[src/sv/kbsd_pkg.sv]
// kbsd_pkg: shared types, constants and the 4-bit generator step used by the
// keyed byte substitution descrambler; no dependencies
package kbsd_pkg;

  localparam int unsigned KeyW  = 56;
  localparam int unsigned ByteW = 8;

  localparam logic [7:0] STRIDE   = 8'h11;
  localparam logic [7:0] BYTE_MIN = 8'h00;
  localparam logic [7:0] BYTE_MAX = 8'hFF;
  localparam logic [3:0] ADD_MASK = 4'hE;
  localparam logic [3:0] NIB_MASK = 4'hF;
  localparam logic [3:0] MUL_BASE = 4'd5;

  typedef enum logic [2:0] {
    ST_INIT,
    ST_GEN,
    ST_SCAN,
    ST_DRAIN,
    ST_DONE
  } build_state_t;

  // write request into the substitution memory
  typedef struct packed {
    logic       we;
    logic [7:0] addr;
    logic [7:0] data;
  } sub_wr_t;

  // one step x = (x*mul + add) & 0xF, mul and add derived from the seed byte
  function automatic logic [3:0] lcg_step(input logic [3:0] x, input logic [7:0] seed);
    logic [3:0] mul;
    logic [3:0] add;
    logic [7:0] prod;
    mul  = {seed[0], 3'b000} | MUL_BASE;
    add  = (seed[3:0] & ADD_MASK) | 4'd1;
    prod = x * mul;
    return (prod[3:0] + add) & NIB_MASK;
  endfunction

endpackage

[src/sv/keyed_byte_substitution_descrambler.sv]
// keyed_byte_substitution_descrambler: top level, key register, stream
// handshake and output staging; depends on kbsd_pkg, kbsd_table_build, kbsd_sub_mem
//
// usage:
//   cfg_wr_en / cfg_wr_data write the 56-bit key (bits above 55 do not exist
//   on the port); each write starts a full rebuild of the substitution table
//   in_* carries scrambled bytes, out_* the substituted bytes, one per request
//   table build: key decrement, then generating the 256-entry nibble grid, then
//   256 grid reads with stride 0x11 and a drain step; in_tready stays low for
//   the whole build after reset and after every key write
//   once built, one request per cycle is taken unless out_* stalls; the table
//   memory's read port sets that rate, and a result appears on out_* in the cycle after its request
//   reset: key clears to zero (which acts as all ones after the decrement) and
//   the build starts right after reset release
//   stall: the memory read register doubles as the output register; while
//   out_tready is low it holds; after the build, in_tready drops only when a result waits
//   and out_tready is low, so a full stream moves with no bubbles
//   entries 0 and 255 are pinned at the output mux rather than stored
module keyed_byte_substitution_descrambler (
  input  logic        clk,
  input  logic        rst_n,
  input  logic        cfg_wr_en,
  input  logic [55:0] cfg_wr_data,  // cipher_key
  input  logic        in_tvalid,
  output logic        in_tready,
  input  logic [7:0]  in_tdata,     // [7:0] cipher_byte
  output logic        out_tvalid,
  input  logic        out_tready,
  output logic [7:0]  out_tdata     // [7:0] plain_byte
);
  import kbsd_pkg::*;

  logic [KeyW-1:0] key_r;
  logic            tbl_ready;
  sub_wr_t         sub_wr;
  logic            in_acc;
  logic [7:0]      rd_data;
  logic            out_vld_r;
  logic            pin_lo_r, pin_hi_r;

  // key register, reset value zero
  always_ff @(posedge clk) begin
    if (!rst_n) begin
      key_r <= '0;
    end else if (cfg_wr_en) begin
      key_r <= cfg_wr_data;
    end
  end

  kbsd_table_build u_build (
    .clk    (clk),
    .rst_n  (rst_n),
    .start  (cfg_wr_en),
    .key    (key_r),
    .sub_wr (sub_wr),
    .ready  (tbl_ready)
  );

  // lookups only once the build is done, so reads never meet table writes
  assign in_tready = tbl_ready && (!out_vld_r || out_tready);
  assign in_acc    = in_tvalid && in_tready;

  kbsd_sub_mem u_mem (
    .clk     (clk),
    .wr      (sub_wr),
    .rd_en   (in_acc),
    .rd_addr (in_tdata),
    .rd_data (rd_data)
  );

  always_ff @(posedge clk) begin
    if (!rst_n) begin
      out_vld_r <= 1'b0;
    end else if (in_acc) begin
      out_vld_r <= 1'b1;
    end else if (out_tready) begin
      out_vld_r <= 1'b0;
    end
  end

  // pinned entries travel beside the memory read
  always_ff @(posedge clk) begin
    if (in_acc) begin
      pin_lo_r <= (in_tdata == BYTE_MIN);
      pin_hi_r <= (in_tdata == BYTE_MAX);
    end
  end

  assign out_tvalid = out_vld_r;
  assign out_tdata  = pin_lo_r ? BYTE_MIN : (pin_hi_r ? BYTE_MAX : rd_data);

  // a request is only taken with a finished table
  a_acc_ready: assert property (@(posedge clk) disable iff (!rst_n)
    (in_tvalid && in_tready) |-> tbl_ready)
    else $error("request accepted before table build finished");

  // table writes never overlap lookups
  a_wr_idle: assert property (@(posedge clk) disable iff (!rst_n)
    sub_wr.we |-> !tbl_ready)
    else $error("table write while lookups enabled");

  // every accepted request shows up as a result in the next cycle
  a_lat: assert property (@(posedge clk) disable iff (!rst_n)
    (in_tvalid && in_tready) |=> out_tvalid)
    else $error("result missing after accepted request");

  // a key write blocks input until the rebuild completes
  a_key_block: assert property (@(posedge clk) disable iff (!rst_n)
    cfg_wr_en |=> !in_tready)
    else $error("input ready right after key write");

endmodule

[src/sv/kbsd_sub_mem.sv]
// kbsd_sub_mem: 256 x 8 substitution memory, one write port, one registered read
// port with read enable; depends on kbsd_pkg
module kbsd_sub_mem (
  input  logic             clk,
  input  kbsd_pkg::sub_wr_t wr,
  input  logic             rd_en,
  input  logic [7:0]       rd_addr,
  output logic [7:0]       rd_data
);
  import kbsd_pkg::*;

  logic [7:0] mem [256];
  logic [7:0] rd_data_r;

  always_ff @(posedge clk) begin
    if (wr.we) begin
      mem[wr.addr] <= wr.data;
    end
  end

  // read data holds while rd_en is low, so a stalled result stays put
  always_ff @(posedge clk) begin
    if (rd_en) begin
      rd_data_r <= mem[rd_addr];
    end
  end

  assign rd_data = rd_data_r;

endmodule

[src/sv/kbsd_table_build.sv]
// kbsd_table_build: table build sequencer with its own 256-entry grid memory;
// emits write requests for the substitution memory; depends on kbsd_pkg
module kbsd_table_build (
  input  logic                     clk,
  input  logic                     rst_n,
  input  logic                     start,
  input  logic [kbsd_pkg::KeyW-1:0] key,
  output kbsd_pkg::sub_wr_t        sub_wr,
  output logic                     ready
);
  import kbsd_pkg::*;

  build_state_t state_r, state_nxt;

  logic [KeyW-1:0] kb_r;
  logic [3:0]      row_r, col_r;
  logic [3:0]      hx_r, lx_r;
  logic [7:0]      pos_r, cnt_r;
  logic            rd_vld_r;
  logic [8:0]      fill_r;

  logic gen_en, scan_en, init_en;

  logic [7:0] grid [256];
  logic [7:0] grid_q_r;

  logic [7:0] kb [7];
  logic [7:0] mix [16];
  logic [7:0] seed_lo;
  logic [3:0] hi_src, hi_cur, lo_src, lo_cur;

  always_comb begin
    for (int i = 0; i < 7; i++) begin
      kb[i] = kb_r[8*i +: 8];
    end
    mix[0]  = kb[1];
    mix[1]  = kb[1] ^ kb[6];
    mix[2]  = kb[2] ^ kb[3];
    mix[3]  = kb[2];
    mix[4]  = kb[2] ^ kb[1];
    mix[5]  = kb[3] ^ kb[4];
    mix[6]  = kb[3];
    mix[7]  = kb[3] ^ kb[2];
    mix[8]  = kb[4] ^ kb[5];
    mix[9]  = kb[4];
    mix[10] = kb[4] ^ kb[3];
    mix[11] = kb[5] ^ kb[6];
    mix[12] = kb[5];
    mix[13] = kb[5] ^ kb[4];
    mix[14] = kb[6] ^ kb[1];
    mix[15] = kb[6];
  end

  // high nibble: generator seeded by kb0, one step per row
  assign hi_src  = (row_r == 4'd0) ? kb[0][7:4] : hx_r;
  assign hi_cur  = lcg_step(hi_src, kb[0]);
  // low nibble: generator seeded by the row's mix byte, one step per column
  assign seed_lo = mix[row_r];
  assign lo_src  = (col_r == 4'd0) ? seed_lo[7:4] : lx_r;
  assign lo_cur  = lcg_step(lo_src, seed_lo);

  // next state
  always_comb begin
    state_nxt = state_r;
    unique case (state_r)
      ST_INIT:  state_nxt = ST_GEN;
      ST_GEN:   if (row_r == 4'hF && col_r == 4'hF) state_nxt = ST_SCAN;
      ST_SCAN:  if (cnt_r == 8'hFF) state_nxt = ST_DRAIN;
      ST_DRAIN: state_nxt = ST_DONE;
      ST_DONE:  state_nxt = ST_DONE;
      default:  state_nxt = ST_INIT;
    endcase
    if (start) state_nxt = ST_INIT;
  end

  // outputs
  always_comb begin
    init_en = 1'b0;
    gen_en  = 1'b0;
    scan_en = 1'b0;
    ready   = 1'b0;
    unique case (state_r)
      ST_INIT:  init_en = 1'b1;
      ST_GEN:   gen_en  = 1'b1;
      ST_SCAN:  scan_en = 1'b1;
      ST_DRAIN: ;
      ST_DONE:  ready   = 1'b1;
      default:  ;
    endcase
  end

  always_ff @(posedge clk) begin
    if (!rst_n) begin
      state_r  <= ST_INIT;
      rd_vld_r <= 1'b0;
    end else begin
      state_r  <= state_nxt;
      rd_vld_r <= scan_en && !start;
    end
  end

  // counters and generator state
  always_ff @(posedge clk) begin
    if (init_en) begin
      kb_r   <= key - KeyW'(1);
      row_r  <= 4'd0;
      col_r  <= 4'd0;
      pos_r  <= STRIDE;
      cnt_r  <= 8'd0;
      fill_r <= 9'd1;
    end
    if (gen_en) begin
      col_r <= col_r + 4'd1;
      lx_r  <= lo_cur;
      if (col_r == 4'hF) begin
        row_r <= row_r + 4'd1;
        hx_r  <= hi_cur;
      end
    end
    if (scan_en) begin
      pos_r <= pos_r + STRIDE;
      cnt_r <= cnt_r + 8'd1;
    end
    if (rd_vld_r && sub_wr.we) begin
      fill_r <= fill_r + 9'd1;
    end
  end

  // grid memory: filled row by row, then read with the stride
  always_ff @(posedge clk) begin
    if (gen_en) begin
      grid[{row_r, col_r}] <= {hi_cur, lo_cur};
    end
    if (scan_en) begin
      grid_q_r <= grid[pos_r];
    end
  end

  // drop 0x00 and 0xFF, survivors fill entries 1..254
  always_comb begin
    sub_wr.addr = fill_r[7:0];
    sub_wr.data = grid_q_r;
    sub_wr.we   = rd_vld_r && grid_q_r != BYTE_MIN && grid_q_r != BYTE_MAX
                  && fill_r < 9'd255;
  end

endmodule
[config.mk]
export PLATFORM = sky130hd
export DESIGN_NAME = keyed_byte_substitution_descrambler
export DESIGN_NICKNAME = d
export VERILOG_FILES = /design/src/sv/kbsd_pkg.sv /design/src/sv/keyed_byte_substitution_descrambler.sv /design/src/sv/kbsd_sub_mem.sv /design/src/sv/kbsd_table_build.sv
export SDC_FILE = /design/constraint.sdc
export NUM_CORES = 2
export LEC_CHECK = 0
export BUFFER_PORTS_ARGS = -buffer_cell sky130_fd_sc_hd__buf_2
export CORE_ASPECT_RATIO = 0.7
export CORE_UTILIZATION = 49
export CTS_CLUSTER_DIAMETER = 120
export DETAILED_ROUTE_END_ITERATION = 10
export PLACE_DENSITY = 0.63
export SYNTH_ARGS = -nofsm -noshare
export SYNTH_HDL_FRONTEND = slang
export SYNTH_HIERARCHICAL = 1
export SYNTH_SLANG_ARGS = --single-unit
[constraint.sdc]
create_clock -name clk -period 39.3 [get_ports clk]
set_input_delay 1.965 -clock clk [delete_from_list [all_inputs] [get_ports clk]]
set_output_delay 1.965 -clock clk [all_outputs]
set_load 0.02 [all_outputs]
Word-level counts from Yosys, hierarchy flattened
Memories as Yosys holds them, arrays and structs flattened. A register that Yosys moved wholly into a read port is not among the register bits.
Index checks and enable logic that the tools add are counted.
{ "op_classes": {"n_eq_ne": 11, "mul": 2, "order_cmp": 2, "div_mod_pow": 0, "n_mux": 31, "shifts": 0, "addsub": 8, "n_reduce_logical": 24, "n_bitwise": 8} }
{ "ops": {"columns": ["cell", "count"], "rows": [
  ["$mux 8", 8],
  ["$sub 56x1->56 const B", 1],
  ["$xor 8x8->8", 6],
  ["$bmux 8 s4", 1],
  ["$mux 4", 7],
  ["$mux 9", 2],
  ["$eq 8x8->1 const B", 2],
  ["$pmux 3 s4", 1],
  ["$mux 1", 10],
  ["$add 9x1->9 const B", 1],
  ["$lt 9x8->1 const B", 1],
  ["$add 4x1->4 const B", 2],
  ["$add 4x4->4", 2],
  ["$add 8x1->8 const B", 1],
  ["$add 8x5->8 const B", 1],
  ["$eq 4x4->1 const B", 2],
  ["$logic_and 1x1->1", 8],
  ["$logic_not 4->1", 2],
  ["$logic_not 8->1", 1],
  ["$mul 4x4->4", 2],
  ["$ne 8x8->1 const B", 1],
  ["$reduce_bool 2->1", 4],
  ["$reduce_bool 8->1", 1],
  ["$eq 3x2->1 const B", 2],
  ["other kinds (12)", 17]
]} }
{ "totals": {"mem_bits_rw": 4096, "out_inout_bits": 10, "word_cells": 102, "input_bits": 69, "rom_bits": 0, "latchBits": 0, "memories": 2, "regBits": 160} }
{ "mem_list": {"columns": ["name", "depth", "word_bits", "rd", "rd_ports_with_merged_regs", "write_ports", "line_no", "rtl"], "rows": [
  ["u_build.grid", 256, 8, 1, 1, 1, "kbsd_table_build.sv:24", "logic [7:0] grid [256];"],
  ["u_mem.mem", 256, 8, 1, 1, 1, "kbsd_sub_mem.sv:12", "logic [7:0] mem [256];"]
]} }

Logic depth before layout (Yosys ltp)
{ "logic_depth": {"depth_word": 7, "ltp_mapped": 20, "ltp_nobuf": 16} }

Modules after synthesis
Netlist, hierarchy kept.
{ "by_module_without_submodules": {"columns": ["mod", "instances", "area_per_inst_um2", "cells_per_inst", "seq_area_each_um2"], "rows": [
  ["kbsd_table_build", 1, 86135.1, 4301, 64692.0],
  ["kbsd_sub_mem", 1, 79636.4, 3733, 61739.2],
  ["keyed_byte_substitution_descrambler", 1, 2367.3, 212, 1201.2]
]} }

Worst setup path after synthesis
No wires, ideal clock.
{ "synth_timing": {"path_kind": "register to register", "start": "register u_build.row_r[1]", "end": "memory u_build.grid[0][7], data pin", "path_stages_with_launch": 19, "setup_slack_ns": 26.529, "setup_ns": 1.652, "required_ns": 37.648, "arrival_time_ns": 11.119, "n_path_buf": 5, "period_less_slack_ns": 12.771, "path_cell_list": "dfxtp_1 clkbuf_1 buf_2 inv_1 buf_1 clkbuf_1 ha_1 nand2_1 clkbuf_1 mux2_2 ha_1 ha_1 inv_1 fa_1 xor2_1 xnor2_1 xnor2_1 xnor2_1 xnor2_1"} }
{ "synth_via": {"elab_chain_len": 4} }
{ "synth_lines": {"columns": ["item", "line_no", "rtl"], "rows": [
  ["start, declared", "kbsd_table_build.sv:16", "logic [3:0] row_r, col_r;"],
  ["start signal, assigned", "kbsd_table_build.sv:116", "row_r <= row_r + 4'd1;"],
  ["$logic_not 4->1", "kbsd_table_build.sv:55", "assign hi_src = (row_r == 4'd0) ? kb[0][7:4] : hx_r;"],
  ["$mux 4", "kbsd_table_build.sv:55", null],
  ["$mul 4x4->4", "kbsd_pkg.sv:37", "prod = x * mul;"],
  ["$add 4x4->4", "kbsd_pkg.sv:38", "return (prod[3:0] + add) & NIB_MASK;"],
  ["net u_build.hi_cur[3]", "kbsd_table_build.sv:30", "logic [3:0] hi_src, hi_cur, lo_src, lo_cur;"],
  ["end, declared", "kbsd_table_build.sv:24", null]
]} }
The timed path passes the listed nets, and every way through them passes these cells.

Worst setup path in the final report
{ "layout_timing": {"start": "register u_build.row_r[2]", "end": "memory u_build.grid[28][3], data pin"} }
{ "layout_via": {"elab_chain_len": 7} }
{ "layout_lines": {"columns": ["item", "line_no", "rtl"], "rows": [
  ["$not 4->5 (implied by the code) *", "kbsd_table_build.sv:58", "assign seed_lo = mix[row_r];"],
  ["$bmux 8 s4 *", "kbsd_table_build.sv:58", null],
  ["$mux 8 (implied by the code) * (2 in a row)", "kbsd_table_build.sv:58", null],
  ["$mux 4", "kbsd_table_build.sv:59", "assign lo_src = (col_r == 4'd0) ? seed_lo[7:4] : lx_r;"],
  ["$mul 4x4->4", "kbsd_pkg.sv:37", null],
  ["$add 4x4->4 *", "kbsd_pkg.sv:38", null],
  ["net u_build.lo_cur[3]", "kbsd_table_build.sv:30", null]
]} }
The timed path passes the listed nets; every way through them passes the cells marked *. The select of a mux whose other input is x is not followed.

==> results.toml <==
[outcome]
status = "completed"

[drt]
wire_per_inst_um = 32.7
ant_nets = 0
viasPerCell = 6.47
num_vias = 85800
post-route-drc-count = 0
drt_iter0_drc = 12200
dr.pass1.iters = 6
postRouteWirelength_mm = 434

[synth]
synthDominantCellAreaShare_pct = 75.1
ys_warn_count = 6
yosysMostFrequentCell = "edfxtp_1"
synth_flop_cell = "edfxtp_1"
yosys-top-cells-count = "edfxtp_1 (4207), mux4_2 (965), nor2_1 (655)"
ys_ff_latch = 4272
async_reset_ff_share_pct = 0
postSynthAreaPerCell_um2 = 20.4
post_synth_instance_area_um2 = 168000
synth_top_cells_by_area = "edfxtp_1 (75%), mux4_2 (13%), mux2i_1 (2.1%)"
synth_edf_count = 4207
yosysUniqueCellTypes = 85
synthesis.nets = 8337
synth_top_cell_by_area = "edfxtp_1"
seq_area_frac_synth_pct = 75.9
syn-instance-count = 8246

[sta]
worst_pin_slew_ns = 1.37
relSlewSlack_pct = 8.28
setup_viol = 0
hold_violations = 0
slew_viol_final = 0
rsz0062_at_grt = "no"
tns_ns = 0
period_share_pct = 20.3
clock_skew_ns = 0.0580
fmax_mhz = 125
fin_crit_ns = 7.98

[critical_path]
crit_fanout = 104
worst-setup-path-type = "flip-flop to flip-flop"
start_kind = "flip-flop"
crit_path_end_kind = "flip-flop"
ff2ff_setup_slack_ns = 31.32
worstPathRequired_ns = 39.85
worstPathArrival_ns = 8.53

[global_route]
track_usage_pct = 24.9
grt_max_degree = 179
grt_pass1_wl_mm = 617
grt_pass1_vias = 82600
gr-total-overflow = 0
antenna_found_initial = 19

[min_path]
hp-class = "flip-flop to flip-flop"

[cts]
cts_num_sinks = 4272
post_cts_buffers = 0
cts_max_level = 5
cts_tree = "done"
max-clock-path-buffers = 4
clk_transition_reported_paths_ns = 0.07
cts_resized = 0
cts_hold_buffers = 0
cts_buffers = 403
clk_latency_ns = 0.95
root_buffer = "clkbuf_16"

[placed_design]
place_inst = 12500
portBuffers = 78
routabilityCongestion = 0.878
dpl.hpwl_mm = 267

[layout]
area_delta_synth_final_pct = 10.6
drive_gt1_share_pct = 21.5
fin_cells = 13300
finalNetCount = 8511

[floorplan]
core-area_um2 = 341000
die_area_um2 = 346000
fp.dieH_um = 492
floorplan.initialDensity_pct = 49.4
rows = 179
die_x_um = 702
io_pins = 79

[pwr]
peakVddDrop_uv = 77.9
leakagePower_nw = 57.7
power_mw = 10.5
powerDensity_nw_per_um2 = 56.6

[flow_run]
cap_violations = 0
## layout make-up
type	instances	area, um2
clock buffer	510	10800
antenna	7	17.5
tap	4525	5660
sequential	4272	128000
timing repair buffer	268	1970
multi-input combinational	3447	38000
clock inverter	211	1830
inverter	28	133
fill	25400	155000
## cell families (layout without fill, tap and decap cells)
family,count (synthesis),count (layout),synth area share (%)
flops,4272,4272,75.9
buf+inv,527,1017,1.69
compound gates,778,778,3.28
xor+xnor,104,104,0.550
mux,1325,1325,15.1
simple gates,1218,1218,3.30
fa+ha+maj,22,22,0.173
other cells,0,7,0
## worst max-delay path, stage by stage, from the launching register on
cell and delay, ns:
dfxtp_1 0.90, nor2b_1 0.78, nand3_1 0.15, nand3_1 0.13, a31oi_1 0.05, a31oi_1 0.81
ha_1 0.38, ha_1 0.29, fa_4 0.44, xnor2_1 0.19, or3_1 0.40, o31a_1 0.11
o211ai_1 0.12, xor2_1 0.19, xnor3_4 0.65, buf_4 0.83, buf_4 0.92
## state kept, by name (all words and copies together) (netlist names)
name / cells
u_build/grid: 2048
u_build/lx_r: 4
pin_hi_r: 1
u_build/row_r: 4
u_build/hx_r: 4
u_mem/mem: 2048
out_tvalid: 1
u_build/kb_r: 56
u_build/rd_vld_r: 1
u_build/state_r: 3
u_build/pos_r: 8
u_build/cnt_r: 8
key_r: 56
u_build/col_r: 4
u_build/grid_q_r: 8
u_mem/rd_data: 8
pin_lo_r: 1
u_build/fill_r: 9
## worst paths after layout
check,from,endpoint,cells past startpoint
worst max-delay path,u_build/row_r[2],u_build/grid[28][3],16
worst min-delay path,key_r[0],u_build/kb_r[0],1
worst max register to register,u_build/row_r[2],u_build/grid[28][3],16
worst min register to register,key_r[0],u_build/kb_r[0],1
## stage by stage
step | util, % | hold slack (ns) | setup WS (ns) | area [um2]
2_1_floorplan | - | 0.477 | 26.53 | 168000
3_3_place_gp | 50.8 | 0.504 | 30.77 | 173000
3_5_place_dp | 50.9 | 0.509 | 31.50 | 173000
4_1_cts | 54.6 | 0.524 | 31.50 | 186000
5_1_grt | 54.6 | 0.545 | 30.85 | 186000
6_report | 54.6 | 0.521 | 31.32 | 186000
## routing by layer
metal,part of all wire [%],up-vias,GRT usage (%)
met3,13,674,7.36
met4,2.5,10,5.82
met5,0.015,-,0
met2,41,4903,32.7
met1,44,45700,40.7
li1,-,34500,-
## where the power goes
part           leakage (nW)  switching, mW  total [mW]  internal [mW]
clock network          6.17           1.66        3.78           2.12
logic                  13.1          0.891        1.10          0.205
registers              38.5         0.0219        5.65           5.63
total                  57.7           2.57        10.5           7.96
## cell usage in the layout (no fill, tap or decap), types with 13 or more instances in the layout
cell and n:
edfxtp_1 4207, mux4_2 965, nor2_1 649, clkbuf_16 413
mux2i_1 350, a22oi_1 185, buf_4 178, nand2_1 170
a21oi_1 170, nor2b_1 107, clkbuf_1 90, clkinv_1 81
buf_2 75, clkinv_2 71, o221ai_1 66, a221oi_1 65
dfxtp_1 63, o21ai_0 58, nand3_1 56, xnor2_1 51
xor2_1 51, o22ai_1 50, nor3_1 44, a22o_1 39
a211oi_1 33, bufinv_16 28, nand2b_1 23, nand4_1 23
o211ai_1 23, nor4_2 22, inv_1 21, ha_1 18
or3_1 15, and2_1 13, nor3b_1 13
(Power assumes the default switching activity.)
